File: config.mk
export PLATFORM = sky130hd
export DESIGN_NAME = square_region_occupancy_map
export DESIGN_NICKNAME = d
export VERILOG_FILES = /design/src/sqocc_pkg.sv /design/src/sqocc_ctrl.sv /design/src/sqocc_dp.sv /design/src/square_region_occupancy_map.sv
export SDC_FILE = /design/constraint.sdc
export NUM_CORES = 2
export LEC_CHECK = 0
export BUFFER_PORTS_ARGS = -buffer_cell sky130_fd_sc_hd__buf_4
export CAP_MARGIN = 20
export CORE_ASPECT_RATIO = 1.4
export CORE_UTILIZATION = 30
export CTS_BUF_LIST = sky130_fd_sc_hd__clkbuf_4 sky130_fd_sc_hd__clkbuf_8
export CTS_CLUSTER_DIAMETER = 100
export DETAILED_ROUTE_END_ITERATION = 7
export PLACE_DENSITY = 0.48
export RECOVER_POWER = 25
export REMOVE_ABC_BUFFERS = 1
export SLEW_MARGIN = 25
export SYNTH_ARGS = -nofsm -noshare
export SYNTH_HDL_FRONTEND = slang
export SYNTH_SLANG_ARGS = --single-unit
File: constraint.sdc
create_clock -name clk_i -period 7 [get_ports clk_i]
set_clock_uncertainty 0.15 [all_clocks]
set_input_delay 0.7 -clock clk_i [delete_from_list [all_inputs] [get_ports clk_i]]
set_output_delay 0.7 -clock clk_i [all_outputs]
set_load 0.02 [all_outputs]
File: src/sqocc_pkg.sv
`default_nettype none

package sqocc_pkg;

  // Geometry of the bitmap
  localparam int unsigned ROW_BITS  = 32;
  localparam int unsigned GRID_ROWS = 32;
  localparam int unsigned IDX_W     = $clog2(GRID_ROWS);
  localparam int unsigned CNT_W     = $clog2(GRID_ROWS + 1);
  localparam int unsigned COL_W     = $clog2(ROW_BITS);
  localparam int unsigned GRID_W    = 6;
  localparam int unsigned SIDE_W    = 6;
  localparam int unsigned SUM_W     = 7;

  localparam logic [GRID_W-1:0] GRID_RESET = GRID_W'(32);
  // Largest usable side: limited by both the row count and the word width
  localparam logic [GRID_W-1:0] GRID_MAX   =
    GRID_W'((GRID_ROWS < ROW_BITS) ? GRID_ROWS : ROW_BITS);

  typedef enum logic [1:0] {
    ACT_TEST   = 2'd0,
    ACT_PLACE  = 2'd1,
    ACT_REMOVE = 2'd2,
    ACT_QUERY  = 2'd3
  } action_e;

  typedef enum logic [2:0] {
    ST_IDLE,
    ST_SCAN,
    ST_QCOL,
    ST_QCHECK,
    ST_FINISH
  } state_e;

  // Controller to datapath
  typedef struct packed {
    logic start;       // latch item, set up first row walk
    logic scan;        // process one row per cycle
    logic check_only;  // row walk only checks the mask against occupied cells
    logic col_find;    // derive column bounds, set up the square check
    logic load_out;    // write the result register
  } cmd_t;

  // Datapath to controller
  typedef struct packed {
    logic scan_done;
    logic is_query;
    logic out_free;
  } sts_t;

  // Mask of columns lo .. hi-1; column j sits at bit ROW_BITS-1-j
  function automatic logic [ROW_BITS-1:0] col_span(input logic [SIDE_W-1:0] lo,
                                                   input logic [SIDE_W-1:0] hi);
    logic [ROW_BITS-1:0] span;
    span = '0;
    for (int j = 0; j < ROW_BITS; j++) begin
      span[ROW_BITS-1-j] = (j >= int'(lo)) && (j < int'(hi));
    end
    return span;
  endfunction

endpackage

`default_nettype wire

File: src/sqocc_ctrl.sv
`default_nettype none

module sqocc_ctrl (
  input  wire                logic clk_i,
  input  wire                logic rst_ni,
  input  wire                logic in_valid_i,
  output logic               in_stall_o,
  input  sqocc_pkg::sts_t    sts_i,
  output sqocc_pkg::cmd_t    cmd_o
);

  sqocc_pkg::state_e state_q, state_d;

  // State register
  always_ff @(posedge clk_i or negedge rst_ni) begin
    if (!rst_ni) begin
      state_q <= sqocc_pkg::ST_IDLE;
    end else begin
      state_q <= state_d;
    end
  end

  // Next state
  always_comb begin
    state_d = state_q;
    case (state_q)
      sqocc_pkg::ST_IDLE: begin
        if (in_valid_i) state_d = sqocc_pkg::ST_SCAN;
      end
      sqocc_pkg::ST_SCAN: begin
        if (sts_i.scan_done) begin
          state_d = sts_i.is_query ? sqocc_pkg::ST_QCOL : sqocc_pkg::ST_FINISH;
        end
      end
      sqocc_pkg::ST_QCOL: begin
        state_d = sqocc_pkg::ST_QCHECK;
      end
      sqocc_pkg::ST_QCHECK: begin
        if (sts_i.scan_done) state_d = sqocc_pkg::ST_FINISH;
      end
      sqocc_pkg::ST_FINISH: begin
        if (sts_i.out_free) state_d = sqocc_pkg::ST_IDLE;
      end
      default: begin
        state_d = sqocc_pkg::ST_IDLE;
      end
    endcase
  end

  // Outputs
  always_comb begin
    cmd_o      = '0;
    in_stall_o = 1'b1;
    case (state_q)
      sqocc_pkg::ST_IDLE: begin
        in_stall_o  = 1'b0;
        cmd_o.start = in_valid_i;
      end
      sqocc_pkg::ST_SCAN: begin
        cmd_o.scan = 1'b1;
      end
      sqocc_pkg::ST_QCOL: begin
        cmd_o.col_find = 1'b1;
      end
      sqocc_pkg::ST_QCHECK: begin
        cmd_o.scan       = 1'b1;
        cmd_o.check_only = 1'b1;
      end
      sqocc_pkg::ST_FINISH: begin
        cmd_o.load_out = sts_i.out_free;
      end
      default: begin
        cmd_o = '0;
      end
    endcase
  end

endmodule

`default_nettype wire

File: src/sqocc_dp.sv
`default_nettype none

module sqocc_dp (
  input  wire  logic                            clk_i,
  input  wire  logic                            rst_ni,
  input  wire  logic                            cfg_we_i,
  input  wire  logic [sqocc_pkg::GRID_W-1:0]    cfg_grid_size_i,
  input  wire  logic [1:0]                      action_i,
  input  wire  logic [4:0]                      row_i,
  input  wire  logic [4:0]                      col_i,
  input  wire  logic [sqocc_pkg::SIDE_W-1:0]    side_i,
  input  wire  logic                            out_stall_i,
  output logic                                  out_valid_o,
  output logic                                  fits_o,
  output logic                                  is_square_o,
  output logic [4:0]                            free_row_o,
  output logic [4:0]                            free_col_o,
  output logic [sqocc_pkg::SIDE_W-1:0]          free_side_o,
  input  sqocc_pkg::cmd_t                       cmd_i,
  output sqocc_pkg::sts_t                       sts_o
);

  localparam int unsigned RB = sqocc_pkg::ROW_BITS;
  localparam int unsigned CW = sqocc_pkg::CNT_W;
  localparam int unsigned XW = sqocc_pkg::COL_W;

  // Occupancy bitmap, one word per row
  logic [RB-1:0] occ_q [sqocc_pkg::GRID_ROWS];

  logic [sqocc_pkg::GRID_W-1:0] grid_q;
  sqocc_pkg::action_e           action_q;
  logic [CW-1:0]                cnt_q, end_q;
  logic [RB-1:0]                mask_q, union_q;
  logic                         flag_q, any_q;
  logic [4:0]                   minr_q, maxr_q;
  logic [XW-1:0]                minc_q;
  logic                         out_valid_q;
  logic                         fits_q, is_sq_q;
  logic [4:0]                   fr_q;
  logic [XW-1:0]                fc_q;
  logic [sqocc_pkg::SIDE_W-1:0] fs_q;

  logic [sqocc_pkg::GRID_W-1:0] g;
  logic [sqocc_pkg::SUM_W-1:0]  row_sum, col_sum;
  logic [sqocc_pkg::GRID_W-1:0] rend, cend;
  logic                         in_bounds;
  logic                         row_act;
  logic [sqocc_pkg::IDX_W-1:0]  idx;
  logic [RB-1:0]                cur_row, free_bits;
  logic                         row_we;
  logic [RB-1:0]                row_new;
  logic [XW-1:0]                minc_d, maxc_d;
  logic                         sq_shape;
  logic [CW-1:0]                maxr_next;
  logic [sqocc_pkg::GRID_W-1:0] maxc_next;

  // Active side of the grid
  assign g = (grid_q > sqocc_pkg::GRID_MAX) ? sqocc_pkg::GRID_MAX : grid_q;

  // Request geometry
  assign row_sum   = sqocc_pkg::SUM_W'(row_i) + sqocc_pkg::SUM_W'(side_i);
  assign col_sum   = sqocc_pkg::SUM_W'(col_i) + sqocc_pkg::SUM_W'(side_i);
  assign in_bounds = (row_sum <= sqocc_pkg::SUM_W'(g)) && (col_sum <= sqocc_pkg::SUM_W'(g));
  assign rend      = (row_sum > sqocc_pkg::SUM_W'(g)) ? g : row_sum[sqocc_pkg::GRID_W-1:0];
  assign cend      = (col_sum > sqocc_pkg::SUM_W'(g)) ? g : col_sum[sqocc_pkg::GRID_W-1:0];

  // Current row of the walk
  assign row_act   = cmd_i.scan && (cnt_q < end_q);
  assign idx       = cnt_q[sqocc_pkg::IDX_W-1:0];
  assign cur_row   = occ_q[idx];
  assign free_bits = ~cur_row & mask_q;

  // Row update for place and remove
  always_comb begin
    row_we  = 1'b0;
    row_new = cur_row;
    if (row_act && !cmd_i.check_only) begin
      case (action_q)
        sqocc_pkg::ACT_PLACE: begin
          row_we  = 1'b1;
          row_new = cur_row | mask_q;
        end
        sqocc_pkg::ACT_REMOVE: begin
          row_we  = 1'b1;
          row_new = cur_row & ~mask_q;
        end
        default: begin
          row_we  = 1'b0;
        end
      endcase
    end
  end

  // First and last free column from the union of free rows
  always_comb begin
    minc_d = '0;
    maxc_d = '0;
    for (int j = RB - 1; j >= 0; j--) begin
      if (union_q[RB-1-j]) minc_d = XW'(j);
    end
    for (int j = 0; j < RB; j++) begin
      if (union_q[RB-1-j]) maxc_d = XW'(j);
    end
  end

  assign sq_shape  = any_q && ((maxr_q - minr_q) == 5'(maxc_d - minc_d));
  assign maxr_next = CW'(maxr_q) + CW'(1);
  assign maxc_next = sqocc_pkg::GRID_W'(maxc_d) + sqocc_pkg::GRID_W'(1);

  // Bitmap storage
  always_ff @(posedge clk_i or negedge rst_ni) begin
    if (!rst_ni) begin
      for (int i = 0; i < sqocc_pkg::GRID_ROWS; i++) occ_q[i] <= '0;
    end else if (row_we) begin
      occ_q[idx] <= row_new;
    end
  end

  // Grid size register
  always_ff @(posedge clk_i or negedge rst_ni) begin
    if (!rst_ni) begin
      grid_q <= sqocc_pkg::GRID_RESET;
    end else if (cfg_we_i) begin
      grid_q <= cfg_grid_size_i;
    end
  end

  // Walk control and accumulators
  always_ff @(posedge clk_i) begin
    if (cmd_i.start) begin
      action_q <= sqocc_pkg::action_e'(action_i);
      any_q    <= 1'b0;
      union_q  <= '0;
      case (sqocc_pkg::action_e'(action_i))
        sqocc_pkg::ACT_TEST: begin
          flag_q <= in_bounds;
          cnt_q  <= CW'(row_i);
          end_q  <= in_bounds ? CW'(row_sum) : CW'(row_i);
          mask_q <= sqocc_pkg::col_span(sqocc_pkg::SIDE_W'(col_i),
                                        col_sum[sqocc_pkg::SIDE_W-1:0]);
        end
        sqocc_pkg::ACT_QUERY: begin
          flag_q <= 1'b0;
          cnt_q  <= '0;
          end_q  <= CW'(g);
          mask_q <= sqocc_pkg::col_span('0, g);
        end
        default: begin
          flag_q <= 1'b0;
          cnt_q  <= CW'(row_i);
          end_q  <= CW'(rend);
          mask_q <= sqocc_pkg::col_span(sqocc_pkg::SIDE_W'(col_i), cend);
        end
      endcase
    end else if (cmd_i.col_find) begin
      minc_q <= minc_d;
      flag_q <= sq_shape;
      cnt_q  <= CW'(minr_q);
      end_q  <= sq_shape ? maxr_next : CW'(minr_q);
      mask_q <= sqocc_pkg::col_span(sqocc_pkg::SIDE_W'(minc_d), maxc_next);
    end else if (row_act) begin
      cnt_q <= cnt_q + CW'(1);
      if (cmd_i.check_only || action_q == sqocc_pkg::ACT_TEST) begin
        if ((cur_row & mask_q) != '0) flag_q <= 1'b0;
      end else if (action_q == sqocc_pkg::ACT_QUERY) begin
        // bounding rows and column union of free cells
        if (free_bits != '0) begin
          if (!any_q) minr_q <= 5'(cnt_q);
          maxr_q  <= 5'(cnt_q);
          any_q   <= 1'b1;
          union_q <= union_q | free_bits;
        end
      end
    end
  end

  // Result register
  always_ff @(posedge clk_i or negedge rst_ni) begin
    if (!rst_ni) begin
      out_valid_q <= 1'b0;
    end else if (cmd_i.load_out) begin
      out_valid_q <= 1'b1;
    end else if (!out_stall_i) begin
      out_valid_q <= 1'b0;
    end
  end

  always_ff @(posedge clk_i) begin
    if (cmd_i.load_out) begin
      fits_q  <= (action_q == sqocc_pkg::ACT_TEST) && flag_q;
      is_sq_q <= (action_q == sqocc_pkg::ACT_QUERY) && flag_q;
      fr_q    <= ((action_q == sqocc_pkg::ACT_QUERY) && any_q) ? minr_q : '0;
      fc_q    <= ((action_q == sqocc_pkg::ACT_QUERY) && any_q) ? minc_q : '0;
      fs_q    <= ((action_q == sqocc_pkg::ACT_QUERY) && flag_q) ?
                 sqocc_pkg::SIDE_W'(maxr_q - minr_q) + sqocc_pkg::SIDE_W'(1) : '0;
    end
  end

  assign out_valid_o = out_valid_q;
  assign fits_o      = fits_q;
  assign is_square_o = is_sq_q;
  assign free_row_o  = fr_q;
  assign free_col_o  = 5'(fc_q);
  assign free_side_o = fs_q;

  assign sts_o.scan_done = (cnt_q >= end_q);
  assign sts_o.is_query  = (action_q == sqocc_pkg::ACT_QUERY);
  assign sts_o.out_free  = !out_valid_q || !out_stall_i;

endmodule

`default_nettype wire

File: src/square_region_occupancy_map.sv
`default_nettype none

// Channel   Direction  Handshake                 Payload
// ------    ---------  ------------------------  -----------------------------------------
// in        input      in_valid_i / in_stall_o   action_i, row_i, col_i, side_i
// out       output     out_valid_o / out_stall_i fits_o, is_square_o, free_row_o,
//                                                free_col_o, free_side_o
// cfg       input      cfg_we_i                  cfg_grid_size_i
//
// One item at a time. Test, place and remove walk the grid rows that the square covers,
// none for a test that lies outside the grid. Query reads the bitmap one row a cycle,
// once over the active side g for the bounds and once over the free square's height h
// to check the square, with no second walk if the bounds are not square.
// Reset clears the whole bitmap at once and sets the grid size to 32.
// A finished item waits in the result register while the next item is accepted; a
// further result waits in the controller until that register is taken.

module square_region_occupancy_map (
  input  wire  logic                          clk_i,
  input  wire  logic                          rst_ni,
  input  wire  logic                          cfg_we_i,
  input  wire  logic [sqocc_pkg::GRID_W-1:0]  cfg_grid_size_i,
  input  wire  logic                          in_valid_i,
  output logic                                in_stall_o,
  input  wire  logic [1:0]                    action_i,
  input  wire  logic [4:0]                    row_i,
  input  wire  logic [4:0]                    col_i,
  input  wire  logic [sqocc_pkg::SIDE_W-1:0]  side_i,
  output logic                                out_valid_o,
  input  wire  logic                          out_stall_i,
  output logic                                fits_o,
  output logic                                is_square_o,
  output logic [4:0]                          free_row_o,
  output logic [4:0]                          free_col_o,
  output logic [sqocc_pkg::SIDE_W-1:0]        free_side_o
);

  sqocc_pkg::cmd_t cmd;
  sqocc_pkg::sts_t sts;

  // Sequencer
  sqocc_ctrl u_ctrl (
    .clk_i      (clk_i),
    .rst_ni     (rst_ni),
    .in_valid_i (in_valid_i),
    .in_stall_o (in_stall_o),
    .sts_i      (sts),
    .cmd_o      (cmd)
  );

  // Bitmap and row datapath
  sqocc_dp u_dp (
    .clk_i           (clk_i),
    .rst_ni          (rst_ni),
    .cfg_we_i        (cfg_we_i),
    .cfg_grid_size_i (cfg_grid_size_i),
    .action_i        (action_i),
    .row_i           (row_i),
    .col_i           (col_i),
    .side_i          (side_i),
    .out_stall_i     (out_stall_i),
    .out_valid_o     (out_valid_o),
    .fits_o          (fits_o),
    .is_square_o     (is_square_o),
    .free_row_o      (free_row_o),
    .free_col_o      (free_col_o),
    .free_side_o     (free_side_o),
    .cmd_i           (cmd),
    .sts_o           (sts)
  );

  // An accepted item keeps the input stalled in the next cycle
  a_busy_after_accept: assert property (@(posedge clk_i) disable iff (!rst_ni)
    (in_valid_i && !in_stall_o) |=> in_stall_o)
    else $error("input not stalled after item accepted");

  // Test and query answers are exclusive
  a_fits_xor_square: assert property (@(posedge clk_i) disable iff (!rst_ni)
    out_valid_o |-> !(fits_o && is_square_o))
    else $error("fits and is_square both set");

  // A square answer carries a nonzero side, and only a square answer does
  a_side_square: assert property (@(posedge clk_i) disable iff (!rst_ni)
    (out_valid_o && is_square_o) |-> (free_side_o != '0))
    else $error("square reported with zero side");

  a_side_none: assert property (@(posedge clk_i) disable iff (!rst_ni)
    (out_valid_o && !is_square_o) |-> (free_side_o == '0))
    else $error("side reported without a square");

  // Result register is loaded only when free
  a_load_free: assert property (@(posedge clk_i) disable iff (!rst_ni)
    cmd.load_out |-> (!out_valid_o || !out_stall_i))
    else $error("result overwritten while stalled");

endmodule

`default_nettype wire

# Word level (Yosys, flattened, before mapping)
# Cells that the tools add are included.
dict set report totals {
  register_bits 1147
  output_inout_bits 20
  word_cells 515
}
dict set report op_classes {
  add_sub_neg 9
  magnitude_cmp 199
  n_eq_ne 14
  n_mux 108
  bitwise_logic 12
  reduce_logical 123
}
# cell n
set ops {}
lappend ops {{1024-bit bitwise mux} 1}
lappend ops {{5-bit by 6-bit less-than comparator with 1-bit output, first input constant} 64}
lappend ops {{5-bit 2-to-1 mux} 49}
lappend ops {{4-bit by 6-bit less-than comparator with 1-bit output, first input constant} 32}
lappend ops {{32-bit 2-to-1 mux} 6}
lappend ops {{32-bit binary-select mux with 5-bit select} 1}
lappend ops {{32-bit demux with 5-bit select} 1}
lappend ops {{5-bit >= comparator, first input constant} 30}
lappend ops {{32-bit case mux with 2 select lines} 2}
lappend ops {{1-bit logical AND} 101}
lappend ops {{32-bit bitwise AND} 3}
lappend ops {{3-bit by 6-bit less-than comparator with 1-bit output, first input constant} 16}
lappend ops {{4-bit by 5-bit >= comparator with 1-bit output, first input constant} 16}
lappend ops {{32-bit NOT} 2}
lappend ops {{32-bit OR} 2}
lappend ops {{32-bit nonzero test} 2}
lappend ops {{6-bit 2-to-1 mux} 10}
lappend ops {{1-bit by 6-bit less-than comparator with 1-bit output, first input constant} 8}
lappend ops {{2-bit by 6-bit less-than comparator with 1-bit output, first input constant} 8}
lappend ops {{3-bit by 5-bit >= comparator with 1-bit output, first input constant} 8}
lappend ops {{4-bit 2-to-1 mux} 8}
lappend ops {{3-bit 2-to-1 mux} 9}
lappend ops {{1-bit by 5-bit >= comparator with 1-bit output, first input constant} 4}
lappend ops {{2-bit by 5-bit >= comparator with 1-bit output, first input constant} 4}
lappend ops {{other kinds (39)} 78}

# Depth between registers and ports, before layout
dict set report depth {
  word_depth 38
  mapped_depth 18
  depth_no_buf 16
}

# By module
# A second synthesis with hierarchy kept.
dict set report hier_totals {
  cells_unflattened 5691
  hier_area_um2 54928.9
}
# module instances cells_each area_per_inst_um2 seq_area_each_um2
set modules_own_cells {}
lappend modules_own_cells {sqocc_dp 1 5672 54728.7 28863.9}
lappend modules_own_cells {sqocc_ctrl 1 19 200.2 75.1}

# Worst setup path before layout
# Ideal clock, no wire load.
dict set report synth_path {
  path_type {in2reg}
  start {input col_i[0]}
  end {register u_dp.end_q[0] (data pin)}
  t_arrival_ns 4.383
  slack_ns 2.193
  stages 15
  path_buffers 0
  path_cell_list {ha_1 -> fa_1 -> a21o_1 -> a21oi_1 -> xor2_1 -> inv_1 -> ha_1 -> a21o_1 -> a21o_1 -> o21ai_0 -> nand2_1 -> nor3_1 -> mux2_2 -> a221oi_1 -> o22ai_1}
}
dict set report synth_via {
  elab_chain_cells 6
}
# item line
set synth_rtl {}
lappend synth_rtl {{from (decl)} square_region_occupancy_map.sv:27} ;# input wire logic [4:0] col_i,
lappend synth_rtl {{5-bit by 6-bit adder with 7-bit output} sqocc_dp.sv:62} ;# assign col_sum = sqocc_pkg::SUM_W'(col_i) + sqocc_pkg::SUM_W'(side_i);
lappend synth_rtl {{7-bit by 6-bit <= comparator with 1-bit output} sqocc_dp.sv:63} ;# assign in_bounds = (row_sum <= sqocc_pkg::SUM_W'(g)) && (col_sum <= sqocc_pkg::SUM_W'(g));
lappend synth_rtl {{1-bit logical AND} sqocc_dp.sv:63}
lappend synth_rtl {{6-bit 2-to-1 mux} sqocc_dp.sv:138} ;# end_q <= in_bounds ? CW'(row_sum) : CW'(row_i);
lappend synth_rtl {{6-bit case mux with 2 select lines} sqocc_dp.sv:134} ;# case (sqocc_pkg::action_e'(action_i))
lappend synth_rtl {{6-bit 2-to-1 mux} sqocc_dp.sv:130} ;# if (cmd_i.start) begin
lappend synth_rtl {{to (signal assigned)} sqocc_dp.sv:138}
lappend synth_rtl {{to (signal assigned)} sqocc_dp.sv:145} ;# end_q <= CW'(g);
lappend synth_rtl {{to (signal assigned)} sqocc_dp.sv:151} ;# end_q <= CW'(rend);
lappend synth_rtl {{to (decl)} sqocc_dp.sv:32} ;# logic [CW-1:0] cnt_q, end_q;
# No other way between the ends.
# A chain may end at the register's enable or synchronous reset.

# Worst setup path in the final report
dict set report layout_path {
  start {register u_dp.cnt_q[3]}
  end {register u_dp.union_q[25]}
}
dict set report layout_via {
  elab_chain_cells 8
  word_cells_on_any_way 11
  cone_classes {1 x order compare; 3 x mux; 4 x bitwise; 3 x reduce/logical}
}
# item line
set layout_rtl {}
lappend layout_rtl {{from (decl)} sqocc_dp.sv:32}
lappend layout_rtl {{from (signal assigned)} sqocc_dp.sv:137} ;# cnt_q <= CW'(row_i);
lappend layout_rtl {{from (signal assigned)} sqocc_dp.sv:150} ;# cnt_q <= CW'(row_i);
lappend layout_rtl {{from (signal assigned)} sqocc_dp.sv:158} ;# cnt_q <= CW'(minr_q);
lappend layout_rtl {{5-bit NOT with 6-bit output (implied by the code)} sqocc_dp.sv:70} ;# assign cur_row = occ_q[idx];
lappend layout_rtl {{32-bit binary-select mux with 5-bit select} sqocc_dp.sv:70}
lappend layout_rtl {{32-bit 2-to-1 mux (implied by the code) (2 in series)} sqocc_dp.sv:70}
lappend layout_rtl {{32-bit NOT} sqocc_dp.sv:71} ;# assign free_bits = ~cur_row & mask_q;
lappend layout_rtl {{32-bit bitwise AND} sqocc_dp.sv:71}
lappend layout_rtl {{32-bit nonzero test} sqocc_dp.sv:167} ;# if (free_bits != '0) begin
lappend layout_rtl {{5-bit AND reduction (no line)} --}
lappend layout_rtl {{to (signal assigned)} sqocc_dp.sv:171} ;# union_q <= union_q | free_bits;
lappend layout_rtl {{to (decl)} sqocc_dp.sv:33} ;# logic [RB-1:0] mask_q, union_q;
# Parallel ways exist; a longest one is shown, timed or not. The select of a mux whose other input is x is not followed.

==> flow_metrics.py <==
metrics = {
    "synth": {
        "ys_top_cells_by_count": "nor2_1, a21oi_1, dfrtp_1",
        "syn_area_per_cell_um2": 9.55,
        "async_flop_share_pct": 90.1,
        "netlist_area_mm2": 0.0545,
        "synth_seq_cells": 1147,
        "synth_cell_types": 86,
        "synthTopCellsByArea": "dfrtp_1, a21oi_1, mux2i_1",
        "yosysSeqAreaShare_pct": 53.1,
        "synth_edf_count": 80,
        "synth_top_area_share_pct": 47.4,
        "yosysMostFrequentCell": "nor2_1",
        "yosys.area.top_type": "dfrtp_1",
        "ys.warnings.count": 0,
        "syn_inst": 5711,
        "synthFlopType": "dfrtp_1",
    },
    "route": {
        "post_drt_wl_per_cell_um": 25.7,
        "first_pass_iters": 5,
        "drtIter0Drc": 3306,
        "vias_per_cell": 5.30,
        "ant_nets": 0,
        "route.detailed.drc": 0,
        "vias": 43400,
        "wl_um": 210000,
    },
    "worst_setup_path": {
        "r2r_start": "u_dp.cnt_q[3]$_DFFE_PP_",
        "worstPathArrival_ns": 6.54,
        "startpoint_type": "register",
        "path_cells": "clkbuf_1 -> nand4b_1 -> buf_12 -> o22ai_1 -> nor4_1 -> nand2_1 -> o22ai_1 -> nor4_1 -> nand4_1 -> nand2_1 -> buf_4 -> inv_2 -> a32o_1",
        "path_class": "reg2reg",
        "crit_buf_inv": 4,
        "cp_top_family": "simple AND/OR/NAND/NOR gates",
        "end_kind": "register",
        "cpPeakStageDelay_ns": 1.25,
        "worstPathMaxFanout": 28,
        "cpMaxStageDelayCell": "nand4b_1",
        "critPathLaunch": "u_dp.cnt_q[3]$_DFFE_PP_",
        "critPathRequiredTime_ns": 7.68,
    },
    "floorplan": {
        "die_h_um": 506,
        "core_mm2": 0.180,
        "fp-row-count": 184,
        "die_area_mm2": 0.184,
        "fp.dieW_um": 362,
        "io_pins": 49,
        "start_util_pct": 30.3,
    },
    "cells_and_area": {
        "layout.nets": 5723,
        "drive_gt1_share_pct": 11.3,
        "finalNonFillerCells": 8193,
        "syn_to_final_growth_pct": 13.7,
        "layout.core_utilization_pct": 34.4,
    },
    "pwr": {
        "intPower_uw": 18000,
        "p_leak_uw": 0.0282,
        "vdd.ir_drop.worst_mv": 0.367,
        "clkPwrFrac_pct": 19.1,
        "p_sw_uw": 15000,
        "p_sw_share_pct": 45.6,
        "power_density_mw_per_mm2": 533,
        "comb_power_share_pct": 48.8,
        "p_seq_share_pct": 32.1,
    },
    "sta": {
        "setup_slack_ns": 1.14,
        "finalSetupViolCount": 0,
        "post-route-period-util_pct": 83.7,
        "fin_setup_tns_ns": 0,
        "drv_slew": 481,
        "hold_viol": 0,
        "max_slew.worst_pin.slew_ns": 3.18,
        "fmax_ghz": 0.171,
        "rsz0062_at_grt": "false",
        "fin_crit_ns": 5.86,
        "slew_headroom_pct": -112,
    },
    "clock_tree": {
        "clk_latency_ns": 0.95,
        "cts_buffers": 181,
        "numClockSinks": 1147,
        "clockBufferDepth": 3,
        "clkTransAtPathRegs_ns": 0.06,
        "cts_max_level": 4,
        "ctsRootBufferMaster": "clkbuf_8",
        "tritoncts": "yes",
        "cts_setup_buffers": 0,
    },
    "placed_design": {
        "dp_cells": 7845,
        "detailedPlace.worstSlack_ns": 1.06,
        "place.gp.congestion": 0.945,
        "hpwlAfterDp_um": 134000,
        "portBuffers": 48,
    },
    "outcome": {
        "violations": "max-capacitance violations, max-slew violations",
        "status": "finished, violations left",
    },
    "grt": {
        "grt-ovfl-total": 0,
        "antenna_found_initial": 1,
        "grt_pass1_vias": 42700,
        "grt_usage_pct": 22.7,
        "grt_max_degree": 189,
        "grt_pass1_wl_um": 305000,
    },
    "worst_hold_path": {
        "min_path_type": "in2reg",
        "min_from": "col_i[4]",
    },
    "job": {
        "maxCapViolCount": 8,
    },
}
==> final timing paths <==
check                           slack (ns)                             to  depth (start not counted)
worst max-delay path                  1.14  u_dp.union_q[25]$_SDFFE_PP0P_                         13
worst min-delay path                  0.15      u_dp.mask_q[13]$_DFFE_PN_                          3
worst max register to register        1.14  u_dp.union_q[25]$_SDFFE_PP0P_                         13
worst min register to register        0.37    u_dp.occ_q[877]$_DFFE_PN0P_                          2
max in group asynchronous             2.91    u_dp.occ_q[676]$_DFFE_PN0P_                          3
min in group asynchronous             0.20    u_dp.occ_q[158]$_DFFE_PN0P_                          2
==> layout make-up <==
class,instances,area (um2)
fill,18600,118000
antenna,2,5.00
multi-input combinational,3941,23400
inverter,108,405
clock buffer,298,3680
clock inverter,26,302
timing repair buffer,253,2220
sequential,1147,28900
tap,2418,3030
==> metal layers <==
layer  vias up  wire length (um)  GRT usage (%)
met4         0              8680           9.53
met1     21800             88300           28.6
met5         -                 0              0
met2      1267            104000           38.8
met3       385              9010           2.94
li1      20000                 -              -
==> sequential cells by signal, indices dropped and copies added (netlist names), 6 cells and up <==
register,count
u_dp.cnt_q,6
u_dp.end_q,6
u_dp.free_side_o,6
u_dp.grid_q,6
u_dp.mask_q,32
u_dp.occ_q,1024
u_dp.union_q,32
==> power by group through the flow <==
stage                     combinational, uW  sequential [uW]  clock (uW)
after detailed placement              15900            10700           0
after CTS                             16000            10600        6470
after global placement                15900            10600           0
final                                 16100            10600        6310
after floorplan                       10400            10900           0
after global routing                  17300            10800        6710
==> worst min-delay path, stage by stage <==
cell	delay, ns
buf_4	0.17
nand2_1	0.09
a311o_1	0.16
==> kinds of logic (layout without fill, tap and decap cells) <==
| logic type | count (synthesis) | after routing | synth area share (%) |
|---|---|---|---|
| and+or+nand+nor | 1585 | 1585 | 12.5 |
| other | 0 | 2 | 0 |
| adders and majority gates | 62 | 62 | 1.50 |
| buffers and inverters | 623 | 685 | 4.76 |
| muxes | 530 | 530 | 9.75 |
| AOI/OAI and AO/OA | 1734 | 1734 | 17.9 |
| DFF | 1147 | 1147 | 53.1 |
| xor gates and xnor gates | 30 | 30 | 0.482 |
==> placed cells by master (no fill, tap or decap), types with 76 or more instances in the layout <==
master	n
nor4_1	76
inv_1	103
nor2_1	1121
buf_4	191
mux2i_1	520
edfxtp_1	80
clkbuf_8	230
a21oi_1	1098
o22ai_1	280
dfrtp_1	1033
nand2_1	137
==> stage by stage <==
stage	hold WS [ns]	area [um2]	total power [uW]
CTS	0.0183	62000	33000
finish	0.152	62000	33000
detailed placement	0.355	57900	26600
global placement	0.357	57800	26500
floorplan	0.254	52300	21300
global route	0.107	62000	34800
==> repair_timing <==
item,4_1_cts,5_1_grt
hold buffers,21,0
gates resized for setup,0,0
endpoints found under the hold margin,83,0
Power figures use the tool's default switching activity.
